File: config.mk
export PLATFORM = sky130hd
export DESIGN_NAME = ears_front
export DESIGN_NICKNAME = d
export VERILOG_FILES = /design/src/rtl/ears_pkg.sv /design/src/rtl/ears_front.sv
export SDC_FILE = /design/constraint.sdc
export NUM_CORES = 1
export LEC_CHECK = 0
export ABC_AREA = 1
export BUFFER_PORTS_ARGS = -buffer_cell sky130_fd_sc_hd__buf_4
export CORE_ASPECT_RATIO = 1.25
export CORE_UTILIZATION = 50
export DETAILED_ROUTE_END_ITERATION = 10
export GPL_ROUTABILITY_DRIVEN = 0
export PLACE_DENSITY = 0.76
export SYNTH_ARGS = -nofsm -noshare
export SYNTH_HDL_FRONTEND = slang
export SYNTH_SLANG_ARGS = --single-unit
export TNS_END_PERCENT = 30
File: constraint.sdc
create_clock -name clk -period 1.65 [get_ports clk]
set_input_delay 0.2475 -clock clk [delete_from_list [all_inputs] [get_ports clk]]
set_output_delay 0.2475 -clock clk [all_outputs]
set_load 0.01 [all_outputs]
File: src/rtl/ears_pkg.sv
// Shared types, constants and helper functions for the echo and SYN-ACK responder.
// Used by every module of the block except ears_ram; depends on nothing else.
package ears_pkg;

	localparam int FRAME_BYTES = 2048;
	localparam int ADDR_W      = $clog2(FRAME_BYTES);
	localparam int CNT_W       = ADDR_W + 1;
	localparam int CSUM_W      = 26;
	localparam int SLOT_W      = 6;

	localparam logic [CNT_W-1:0]  MIN_FRAME   = CNT_W'(34);
	localparam logic [CNT_W-1:0]  ETH_HDR     = CNT_W'(14);
	localparam logic [CNT_W-1:0]  TCP_HDR     = CNT_W'(20);
	localparam logic [15:0]       ETYPE_IPV4  = 16'h0800;
	localparam logic [7:0]        PROTO_ICMP  = 8'd1;
	localparam logic [7:0]        PROTO_TCP   = 8'd6;
	localparam logic [7:0]        ICMP_ECHO   = 8'd8;
	localparam logic [7:0]        TCP_OFF5    = 8'h50;
	localparam logic [7:0]        TCP_SYN_ACK = 8'h12;
	localparam logic [15:0]       TCP_WINDOW  = 16'd64240;
	localparam logic [SLOT_W-1:0] SLOT_LAST   = SLOT_W'(43);

	localparam logic CFG_RESPONDER_IP = 1'b0;
	localparam logic CFG_SYN_ACK_SEQ  = 1'b1;

	typedef enum logic [2:0] {
		KIND_DROP   = 3'd0,
		KIND_ECHO   = 3'd1,
		KIND_SYNACK = 3'd2,
		KIND_BYTE   = 3'd3,
		KIND_NONE   = 3'd4
	} kind_t;

	typedef enum logic [1:0] {
		OP_PUSH      = 2'd0,
		OP_PUSH_LAST = 2'd1,
		OP_PULL      = 2'd2
	} op_code_t;

	typedef struct packed {
		op_code_t    code;
		logic [7:0]  data;
	} op_item_t;

	typedef struct packed {
		kind_t             kind;
		logic [7:0]        data;
		logic              last;
		logic [CNT_W-1:0]  len;
	} res_item_t;

	function automatic logic [15:0] csum_fold(input logic [CSUM_W-1:0] s);
		logic [16:0] s1;
		logic [16:0] s2;
		s1 = {1'b0, s[15:0]} + 17'(s[CSUM_W-1:16]);
		s2 = {1'b0, s1[15:0]} + 17'(s1[16]);
		return ~s2[15:0];
	endfunction

	function automatic logic [7:0] byte_of(input logic [31:0] v, input logic [1:0] i);
		logic [7:0] r;
		case (i)
			2'd0: r = v[31:24];
			2'd1: r = v[23:16];
			2'd2: r = v[15:8];
			default: r = v[7:0];
		endcase
		return r;
	endfunction

endpackage

File: src/rtl/ears_front.sv
// Front end: classifies each request and holds it in a two-entry queue.
// Depends on ears_pkg.
module ears_front import ears_pkg::*; (
	input  logic     clk,
	input  logic     arst_n,
	input  logic     push,
	output logic     full,
	input  logic     req_type,
	input  logic [7:0] in_byte,
	input  logic     in_last,
	output logic     op_valid,
	input  logic     op_ready,
	output op_item_t op
);

	op_item_t   slot_q [2];
	logic       wp_q;
	logic       rp_q;
	logic [1:0] cnt_q;
	logic       wr_en;
	logic       rd_en;
	op_item_t   item;

	always_comb begin
		item.data = in_byte;
		if (req_type) begin
			item.code = OP_PULL;
		end else if (in_last) begin
			item.code = OP_PUSH_LAST;
		end else begin
			item.code = OP_PUSH;
		end
	end

	assign full     = (cnt_q == 2'd2);
	assign op_valid = (cnt_q != 2'd0);
	assign op       = slot_q[rp_q];
	assign wr_en    = push && !full;
	assign rd_en    = op_valid && op_ready;

	always_ff @(posedge clk) begin
		if (wr_en) begin
			slot_q[wp_q] <= item;
		end
	end

	always_ff @(posedge clk or negedge arst_n) begin
		if (!arst_n) begin
			wp_q  <= 1'b0;
			rp_q  <= 1'b0;
			cnt_q <= 2'd0;
		end else begin
			if (wr_en) begin
				wp_q <= !wp_q;
			end
			if (rd_en) begin
				rp_q <= !rp_q;
			end
			cnt_q <= cnt_q + 2'(wr_en) - 2'(rd_en);
		end
	end

endmodule

==> results.json <==
{
  "grtUsageTotal": 0.1749,
  "yosys_warnings": 0,
  "yosys-top-cells-area": "edfxtp_1 (62%), nand2_1 (16%), dfrtp_1 (10%)",
  "hold_path_depth": 1,
  "synth_edf_count": 20,
  "start_util": 0.5391,
  "synthCells": 87,
  "synth_top_area_share": 0.6162,
  "max_freq_mhz": 669.9,
  "drc": 0,
  "cts_sinks": 24,
  "clk_pin_slew_ns": 0.13,
  "end_kind": "output port",
  "hp-start": "in_byte[6]",
  "p_per_area_nw_per_um2": 1714,
  "synth_nets": 103,
  "post_cts_buffers": 0,
  "num_rows": 17,
  "cts_root_buf": "clkbuf_4",
  "path_cells": "inv_2 > nand2_1 > nand2_1 > buf_4",
  "setup_slack_ns": 0.1573,
  "critPathRequiredTime_ns": 1.40,
  "cts_made_buffers": 3,
  "avgSynthCellArea_um2": 11.20,
  "grt_pass1_vias": 652,
  "crit_arrival_ns": 1.25,
  "h-tree-depth": 1,
  "drt_iter0_drc": 3,
  "finalCritPeriodShare": 0.9047,
  "pre_cts_ws_ns": 0.2450,
  "ant_nets": 0,
  "io_buffers": 25,
  "startpoint": "rp_q",
  "slew_violations": 0,
  "synth_async_sr_flop_share": 0.1667,
  "crit_path_frequent_cell": "nand2_1",
  "fin_cells": 136,
  "tightest_slew_ns": 0.4287,
  "antenna_found_initial": 0,
  "skew_ns": 0.002999,
  "ys_seq_elements": 24,
  "slew_headroom": 0.7139,
  "status": "finished clean",
  "rsz0062_at_grt": "false",
  "rrSetupSlack_ns": 0.24,
  "wl_per_cell_um": 11.43,
  "cts_resized": 0,
  "r2r_cells": 9,
  "synth_area_leader_cell": "edfxtp_1",
  "slowest_delay_ns": 0.47,
  "hold_buffers": 1,
  "ys.flop_type": "edfxtp_1",
  "drive_gt1_frac": 0.2906,
  "cts_tree": "built",
  "cts_buffer_depth": 2,
  "yosysMostFrequentCell": "nand2_1",
  "wl_um": 1555,
  "irDropWorstVdd_uv": 1154,
  "r2r-start": "cnt_q[1]",
  "core_area_um2": 1808,
  "grt_max_degree": 15,
  "tns_ns": 0,
  "start_kind": "flop",
  "hold_viol_final": 0,
  "yosys-top-cells-count": "nand2_1 (41), edfxtp_1 (20), inv_1 (10)",
  "hpwl_um": 1139,
  "first_pass_iters": 2,
  "clkLatencyLatePin_ns": 0.31,
  "die-area_um2": 2131,
  "nets": 134,
  "post-route-min-period_ns": 1.493,
  "grt_overflow": 0,
  "vias": 658,
  "mappedNetlistArea_um2": 974.7,
  "crit_fanout": 11,
  "die_h_um": 51.37,
  "crit_path_top_delay_cell": "dfrtp_1",
  "antenna_cells": 0,
  "drv_cap": 0,
  "worstHoldPathType": "input port to flop",
  "setup_viol": 0,
  "dp.cells": 131,
  "crit_type": "flop to output port",
  "area_delta_synth_final_pct": 27.73,
  "vias_per_cell": 4.838,
  "yosysUniqueCellTypes": 11,
  "power.leakage_nw": 0.6076,
  "min_to": "slot_q[1][6]",
  "die_w_um": 41.49,
  "r2r-end": "cnt_q[1]",
  "grt_pass1_wl_um": 2760,
  "io_pins": 26,
  "ys_seq_area_frac": 0.7189
}
sequential cells by signal, summed over array words and instances (netlist names):
name,count
wp_q,1
cnt_q,2
slot_q,20
rp_q,1
worst max-delay path, delay by kind of cell, from the launching register on:
family / cells / cell delay [ns]
buf+inv: 2 / 0.31
flops: 1 / 0.47
simple gates: 2 / 0.17
power breakdown:
| group | switching [W] | internal [W] | leakage [nW] |
|---|---|---|---|
| Clock | 0.000168 | 0.000245 | 0.0279 |
| Combinational | 0.000459 | 0.000357 | 0.345 |
| Sequential | 0.0000655 | 0.000839 | 0.234 |
| Total | 0.000692 | 0.00144 | 0.608 |
how the worst max path moves through the flow:
stage	to
2_1_floorplan	slot_q[1][0]
3_3_place_gp	cnt_q[1]
3_5_place_dp	cnt_q[1]
4_1_cts	op[8]
5_1_grt	op[8]
6_report	op[8]
cell families after synthesis:
logic type	count (synthesis)	synth area share
adders and majority gates	2	0.02567
buffers and inverters	13	0.06162
and+or+nand+nor	48	0.1938
DFF	24	0.7189
cell type report:
class | count | area (um^2)
clock buffers | 3 | 22.52
clock inverters | 1 | 30.03
fillers | 133 | 563.0
inverters | 11 | 41.29
multi-input cells | 50 | 214.0
flip-flops and latches | 24 | 700.7
well taps | 19 | 23.77
repair buffers | 28 | 212.7
cells in the final DEF (no fill, tap or decap):
cell,synthesis,routed
inv_2,1,1
clkbuf_4,0,3
dlygate4sd3_1,0,1
nand2_2,2,2
nand2_1,41,41
inv_1,10,10
nand3_1,3,3
buf_4,1,27
bufinv_16,0,1
edfxtp_1,20,20
dfrtp_1,4,4
ha_1,2,2
nor2_1,2,2
stage by stage:
| stage | utilization | hold slack (ns) | total power, W | instance area [um^2] |
|---|---|---|---|---|
| after floorplan | - | -0.04809 | 0.001406 | 974.7 |
| after global placement | 0.6540 | 0.04672 | 0.001718 | 1182 |
| after detailed placement | 0.6540 | 0.04827 | 0.001750 | 1182 |
| after CTS | 0.6886 | 0.1031 | 0.002163 | 1245 |
| after global routing | 0.6886 | 0.09544 | 0.002297 | 1245 |
| final | 0.6886 | 0.1142 | 0.002134 | 1245 |
per-layer routing:
layer / wire, um / global-route usage / up-vias
li1: - / - / 334
met2: 866 / 0.3333 / 14
met4: 16 / 0.08065 / 0
met5: 0 / 0 / -
met3: 58 / 0.02827 / 2
met1: 613 / 0.1853 / 308
Power figures use the tool's default switching activity.
