## src/rtl/ears_pkg.sv

```systemverilog
// Shared types, constants and helper functions for the echo and SYN-ACK responder.
// Used by every module of the block except ears_ram; depends on nothing else.
package ears_pkg;

	localparam int FRAME_BYTES = 2048;
	localparam int ADDR_W      = $clog2(FRAME_BYTES);
	localparam int CNT_W       = ADDR_W + 1;
	localparam int CSUM_W      = 26;
	localparam int SLOT_W      = 6;

	localparam logic [CNT_W-1:0]  MIN_FRAME   = CNT_W'(34);
	localparam logic [CNT_W-1:0]  ETH_HDR     = CNT_W'(14);
	localparam logic [CNT_W-1:0]  TCP_HDR     = CNT_W'(20);
	localparam logic [15:0]       ETYPE_IPV4  = 16'h0800;
	localparam logic [7:0]        PROTO_ICMP  = 8'd1;
	localparam logic [7:0]        PROTO_TCP   = 8'd6;
	localparam logic [7:0]        ICMP_ECHO   = 8'd8;
	localparam logic [7:0]        TCP_OFF5    = 8'h50;
	localparam logic [7:0]        TCP_SYN_ACK = 8'h12;
	localparam logic [15:0]       TCP_WINDOW  = 16'd64240;
	localparam logic [SLOT_W-1:0] SLOT_LAST   = SLOT_W'(43);

	localparam logic CFG_RESPONDER_IP = 1'b0;
	localparam logic CFG_SYN_ACK_SEQ  = 1'b1;

	typedef enum logic [2:0] {
		KIND_DROP   = 3'd0,
		KIND_ECHO   = 3'd1,
		KIND_SYNACK = 3'd2,
		KIND_BYTE   = 3'd3,
		KIND_NONE   = 3'd4
	} kind_t;

	typedef enum logic [1:0] {
		OP_PUSH      = 2'd0,
		OP_PUSH_LAST = 2'd1,
		OP_PULL      = 2'd2
	} op_code_t;

	typedef struct packed {
		op_code_t    code;
		logic [7:0]  data;
	} op_item_t;

	typedef struct packed {
		kind_t             kind;
		logic [7:0]        data;
		logic              last;
		logic [CNT_W-1:0]  len;
	} res_item_t;

	function automatic logic [15:0] csum_fold(input logic [CSUM_W-1:0] s);
		logic [16:0] s1;
		logic [16:0] s2;
		s1 = {1'b0, s[15:0]} + 17'(s[CSUM_W-1:16]);
		s2 = {1'b0, s1[15:0]} + 17'(s1[16]);
		return ~s2[15:0];
	endfunction

	function automatic logic [7:0] byte_of(input logic [31:0] v, input logic [1:0] i);
		logic [7:0] r;
		case (i)
			2'd0: r = v[31:24];
			2'd1: r = v[23:16];
			2'd2: r = v[15:8];
			default: r = v[7:0];
		endcase
		return r;
	endfunction

endpackage

```

## src/rtl/ears_resq.sv

```systemverilog
// Result queue: two entries between the engine and the result ports.
// Depends on ears_pkg.
module ears_resq import ears_pkg::*; (
	input  logic      clk,
	input  logic      arst_n,
	input  logic      res_valid,
	output logic      res_ready,
	input  res_item_t res,
	output logic      empty,
	input  logic      pop,
	output res_item_t head
);

	res_item_t  slot_q [2];
	logic       wp_q;
	logic       rp_q;
	logic [1:0] cnt_q;
	logic       wr_en;
	logic       rd_en;

	assign res_ready = (cnt_q != 2'd2);
	assign empty     = (cnt_q == 2'd0);
	assign head      = slot_q[rp_q];
	assign wr_en     = res_valid && res_ready;
	assign rd_en     = pop && !empty;

	always_ff @(posedge clk) begin
		if (wr_en) begin
			slot_q[wp_q] <= res;
		end
	end

	always_ff @(posedge clk or negedge arst_n) begin
		if (!arst_n) begin
			wp_q  <= 1'b0;
			rp_q  <= 1'b0;
			cnt_q <= 2'd0;
		end else begin
			if (wr_en) begin
				wp_q <= !wp_q;
			end
			if (rd_en) begin
				rp_q <= !rp_q;
			end
			cnt_q <= cnt_q + 2'(wr_en) - 2'(rd_en);
		end
	end

endmodule

```

## config.mk

```make
export PLATFORM = sky130hd
export DESIGN_NAME = ears_resq
export DESIGN_NICKNAME = d
export VERILOG_FILES = /design/src/rtl/ears_pkg.sv /design/src/rtl/ears_resq.sv
export SDC_FILE = /design/constraint.sdc
export NUM_CORES = 1
export LEC_CHECK = 0
export BUFFER_PORTS_ARGS = -buffer_cell sky130_fd_sc_hd__buf_2
export CAP_MARGIN = 20
export CELL_PAD_IN_SITES_DETAIL_PLACEMENT = 1
export CELL_PAD_IN_SITES_GLOBAL_PLACEMENT = 2
export CORE_UTILIZATION = 36
export CTS_BUF_LIST = sky130_fd_sc_hd__clkbuf_2
export DETAILED_ROUTE_END_ITERATION = 10
export PLACE_DENSITY_LB_ADDON = 0.12
export SLEW_MARGIN = 20
export SYNTH_ARGS = -nofsm -noshare
export SYNTH_HDL_FRONTEND = slang
export SYNTH_SLANG_ARGS = --single-unit
export TNS_END_PERCENT = 20
```

## constraint.sdc

```tcl
create_clock -name clk -period 2 [get_ports clk]
set_input_delay 0.1 -clock clk [delete_from_list [all_inputs] [get_ports clk]]
set_output_delay 0.1 -clock clk [all_outputs]
set_load 0.05 [all_outputs]
```

==> flow_results.xml <==
<?xml version="1.0" encoding="UTF-8"?>
<metrics>
  <group name="placement">
    <metric name="post_place_cell_area" unit="mm^2">0.00239</metric>
    <metric name="dp_hpwl" unit="um">2510</metric>
    <metric name="port-buffer-count" unit="">53</metric>
    <metric name="dp.cells" unit="">218</metric>
    <metric name="gp_congestion" unit="">0.634</metric>
  </group>
  <group name="sta">
    <metric name="maxSlewHeadroom" unit="%">80.7</metric>
    <metric name="fmax" unit="GHz">0.562</metric>
    <metric name="setup-tns-final" unit="ns">0</metric>
    <metric name="layout_min_cycle_time" unit="ns">1.78</metric>
    <metric name="hold_violations" unit="">0</metric>
    <metric name="worst-slew-pin-transition" unit="ns">0.290</metric>
    <metric name="skew" unit="ns">0.0256</metric>
    <metric name="timing.final.crit_share" unit="%">89.0</metric>
    <metric name="setup-violations-final" unit="">0</metric>
    <metric name="maxSlewViolCount" unit="">0</metric>
    <metric name="holdWs" unit="ns">0.371</metric>
    <metric name="grt_setup_unrepaired" unit="">false</metric>
  </group>
  <group name="global_route">
    <metric name="number_of_antenna_violations_at_the_first_check_in_global_routing" unit="">0</metric>
    <metric name="grt_overflow" unit="">0</metric>
    <metric name="pin_count_of_the_biggest_net_entering_global_routing" unit="">16</metric>
    <metric name="first_pass_grt_wire_length" unit="um">5910</metric>
    <metric name="vias_in_the_first_global_route" unit="">1235</metric>
    <metric name="grtUsageTotal" unit="%">13.5</metric>
  </group>
  <group name="critical_path">
    <metric name="crit-reg2reg-capture" unit="">cnt_q[1]</metric>
    <metric name="setup.worst_path.start" unit="">rp_q</metric>
    <metric name="crit_end" unit="">head[20]</metric>
    <metric name="end_kind" unit="">primary output</metric>
    <metric name="crit_path_max_fanout" unit="">15</metric>
    <metric name="timing.critical_path.required" unit="ns">1.90</metric>
    <metric name="worst_path_arrival_time" unit="ns">1.68</metric>
    <metric name="timing.reg2reg.setup_slack" unit="ns">0.34</metric>
    <metric name="reg2reg_depth" unit="">7</metric>
    <metric name="reg2reg_from" unit="">cnt_q[1]</metric>
    <metric name="critPathKind" unit="">register to primary output</metric>
    <metric name="cp-start-kind" unit="">register</metric>
  </group>
  <group name="route">
    <metric name="route.met2.wl" unit="um">1990</metric>
    <metric name="avgViaCountPerCell" unit="">4.38</metric>
    <metric name="route.detailed.wl_per_inst" unit="um">14.4</metric>
    <metric name="met3_routed_wl" unit="um">162</metric>
    <metric name="antenna_left" unit="">0</metric>
    <metric name="drt_drc_violations_left" unit="">0</metric>
    <metric name="dr.first_iter.drc_count" unit="">31</metric>
    <metric name="topRoutingLayerUsed" unit="">met4</metric>
    <metric name="wirelength" unit="um">3650</metric>
    <metric name="drt_first_pass_iters" unit="">2</metric>
    <metric name="met1Wirelength" unit="um">1440</metric>
    <metric name="route.vias.total" unit="">1112</metric>
  </group>
  <group name="logic_synthesis">
    <metric name="yosys.area.top_type_share" unit="%">71.0</metric>
    <metric name="synthTopCellsByArea" unit="">sky130_fd_sc_hd__edfxtp_1, sky130_fd_sc_hd__mux2_4, sky130_fd_sc_hd__dfrtp_1</metric>
    <metric name="yosys_register_bits" unit="">52</metric>
    <metric name="synth_net_count" unit="">122</metric>
    <metric name="yosys.area.top_type" unit="">sky130_fd_sc_hd__edfxtp_1</metric>
    <metric name="synthesis.area" unit="mm^2">0.00203</metric>
    <metric name="yosys_warnings" unit="">0</metric>
    <metric name="synth-seq-area-share" unit="%">75.9</metric>
    <metric name="synth.lib_cells_used.distinct" unit="">15</metric>
    <metric name="postSynthAreaPerCell" unit="um^2">22.1</metric>
    <metric name="netlist_instances" unit="">92</metric>
  </group>
  <group name="power_and_ir_drop">
    <metric name="leakagePower" unit="nW">1.10</metric>
    <metric name="power.internal" unit="W">0.00226</metric>
    <metric name="clock_power_share" unit="%">9.7</metric>
    <metric name="pwr_density_cell" unit="mW/mm^2">1480</metric>
    <metric name="finalPower" unit="W">0.00401</metric>
    <metric name="largest_voltage_drop_on_the_vdd_net" unit="mV">0.731</metric>
    <metric name="combinational_power_share" unit="%">50.8</metric>
    <metric name="power.switching" unit="W">0.00175</metric>
    <metric name="power.share.sequential" unit="%">39.5</metric>
    <metric name="p_sw_share" unit="%">43.6</metric>
  </group>
  <group name="worst_hold_path">
    <metric name="timing.hold.worst.start" unit="">res[16]</metric>
    <metric name="worstHoldPathType" unit="">input port to register</metric>
  </group>
  <group name="clocking">
    <metric name="cts_num_sinks" unit="">52</metric>
    <metric name="cts_tree" unit="">done</metric>
    <metric name="clock_input_transition_at_the_sequential_cells_of_the_worst_setup_and_hold_paths" unit="ns">0.26</metric>
    <metric name="clockBufferDepth" unit="">2</metric>
    <metric name="ctsHtreeMaxLevel" unit="">2</metric>
    <metric name="number_of_cts_inserted_buffers" unit="">5</metric>
    <metric name="clock_root_cell" unit="">sky130_fd_sc_hd__clkbuf_2</metric>
    <metric name="clk_latency" unit="ns">0.43</metric>
    <metric name="postCtsResizedCells" unit="">0</metric>
  </group>
  <group name="floorplanning">
    <metric name="die_y" unit="um">77.1</metric>
    <metric name="top_level_ports" unit="">54</metric>
    <metric name="rows" unit="">26</metric>
    <metric name="die_area" unit="mm^2">0.00595</metric>
    <metric name="floorplan.die.width" unit="um">77.1</metric>
    <metric name="effective_utilization_at_floorplan" unit="%">38.5</metric>
    <metric name="coreArea" unit="mm^2">0.00527</metric>
  </group>
  <group name="finish">
    <metric name="nets" unit="">213</metric>
    <metric name="postLayoutCellArea" unit="mm^2">0.00271</metric>
    <metric name="layout-drive-gt1-share" unit="%">50.5</metric>
    <metric name="instances_no_fill" unit="">254</metric>
    <metric name="synthToLayoutAreaGrowth" unit="%">33.3</metric>
    <metric name="diodes" unit="">0</metric>
    <metric name="filler_cell_count" unit="">533</metric>
  </group>
  <group name="status">
    <metric name="status" unit="">finished clean</metric>
  </group>
  <group name="flow_run">
    <metric name="max_cap_viol_count" unit="">0</metric>
  </group>
</metrics>
synth_stat cells:
| cell type | count |
|---|---|
| sky130_fd_sc_hd__nand2_1 | 1 |
| sky130_fd_sc_hd__nand2b_1 | 1 |
| sky130_fd_sc_hd__xor2_1 | 1 |
| sky130_fd_sc_hd__mux2_4 | 19 |
| sky130_fd_sc_hd__xnor2_1 | 3 |
| sky130_fd_sc_hd__nor2b_2 | 1 |
| sky130_fd_sc_hd__buf_6 | 1 |
| sky130_fd_sc_hd__mux2_2 | 5 |
| sky130_fd_sc_hd__inv_1 | 1 |
| sky130_fd_sc_hd__ha_1 | 2 |
| sky130_fd_sc_hd__dfrtp_1 | 4 |
| sky130_fd_sc_hd__buf_12 | 2 |
| sky130_fd_sc_hd__edfxtp_1 | 48 |
| sky130_fd_sc_hd__and3_1 | 1 |
| sky130_fd_sc_hd__nor2_1 | 2 |
registers in the layout (all words and copies together) (netlist names):
register	count
cnt_q	2
wp_q	1
slot_q	48
rp_q	1
power by group through the flow:
stage	Sequential (W)	Clock [W]	Combinational, W
6_report	0.00158	0.000391	0.00203
5_1_grt	0.00161	0.000449	0.00215
4_1_cts	0.00159	0.000411	0.00207
3_5_place_dp	0.00161	0	0.00202
3_3_place_gp	0.00159	0	0.00199
2_1_floorplan	0.00159	0	0.00171
cell type report:
class	instances	area (um^2)	share of cell area, %
sequential	52	1540	57.0
timing repair buffer	87	591	21.8
multi-input combinational	36	444	16.4
tap	70	87.6	3.24
clock buffer	5	25.0	0.925
clock inverter	3	13.8	0.509
inverter	1	3.75	0.139
cell families (layout without fill, tap and decap cells):
kind of cell  Yosys count  after routing  share of synthesized area, %
flops                  52             52                          75.9
mux                    24             24                          16.8
buf+inv                 4             96                          2.71
xor+xnor                4              4                          1.73
fa+ha+maj               2              2                          1.23
simple gates            6              6                          1.60
routing by layer:
metal	up-vias	track usage, %
met2	33	24.7
met1	541	14.7
li1	532	-
met3	6	3.57
met4	0	5.09
met5	-	0
worst min-delay path by stage:
stage,end,cells after the start
global placement,cnt_q[0],1
CTS,slot_q[1][8],2
global route,slot_q[0][16],2
floorplan,cnt_q[0],0
finish,slot_q[0][16],2
detailed placement,cnt_q[0],1
worst max-delay path, stage by stage, from the launching register on:
cell and delay, ns:
sky130_fd_sc_hd__dfrtp_1 0.41, sky130_fd_sc_hd__buf_4 0.30, sky130_fd_sc_hd__mux2_4 0.33, sky130_fd_sc_hd__buf_2 0.21
metrics by stage:
step / util, % / worst slack, ns
global placement: 45.3 / 0.494
finish: 51.4 / 0.220
floorplan: - / 0.0429
global route: 51.4 / 0.127
detailed placement: 45.3 / 0.395
CTS: 51.4 / 0.203
repair_timing:
action	CTS	global route
endpoints found under the setup margin	0	0
hold buffers	28	0
setup buffers	0	0
endpoints found under the hold margin	54	0
placed cells by master, fill, tap and decap left out:
cell type,n
sky130_fd_sc_hd__and3_1,1
sky130_fd_sc_hd__buf_2,53
sky130_fd_sc_hd__buf_4,6
sky130_fd_sc_hd__clkbuf_2,5
sky130_fd_sc_hd__clkinv_1,1
sky130_fd_sc_hd__clkinv_2,2
sky130_fd_sc_hd__dfrtp_1,4
sky130_fd_sc_hd__dlygate4sd3_1,28
sky130_fd_sc_hd__edfxtp_1,48
sky130_fd_sc_hd__ha_1,2
sky130_fd_sc_hd__inv_1,1
sky130_fd_sc_hd__mux2_2,5
sky130_fd_sc_hd__mux2_4,19
sky130_fd_sc_hd__nand2_1,1
sky130_fd_sc_hd__nand2b_1,1
sky130_fd_sc_hd__nor2_2,1
sky130_fd_sc_hd__nor2_4,1
sky130_fd_sc_hd__nor2b_2,1
sky130_fd_sc_hd__xnor2_1,3
sky130_fd_sc_hd__xor2_1,1
No activity file was read; power rests on OpenSTA's default activity.
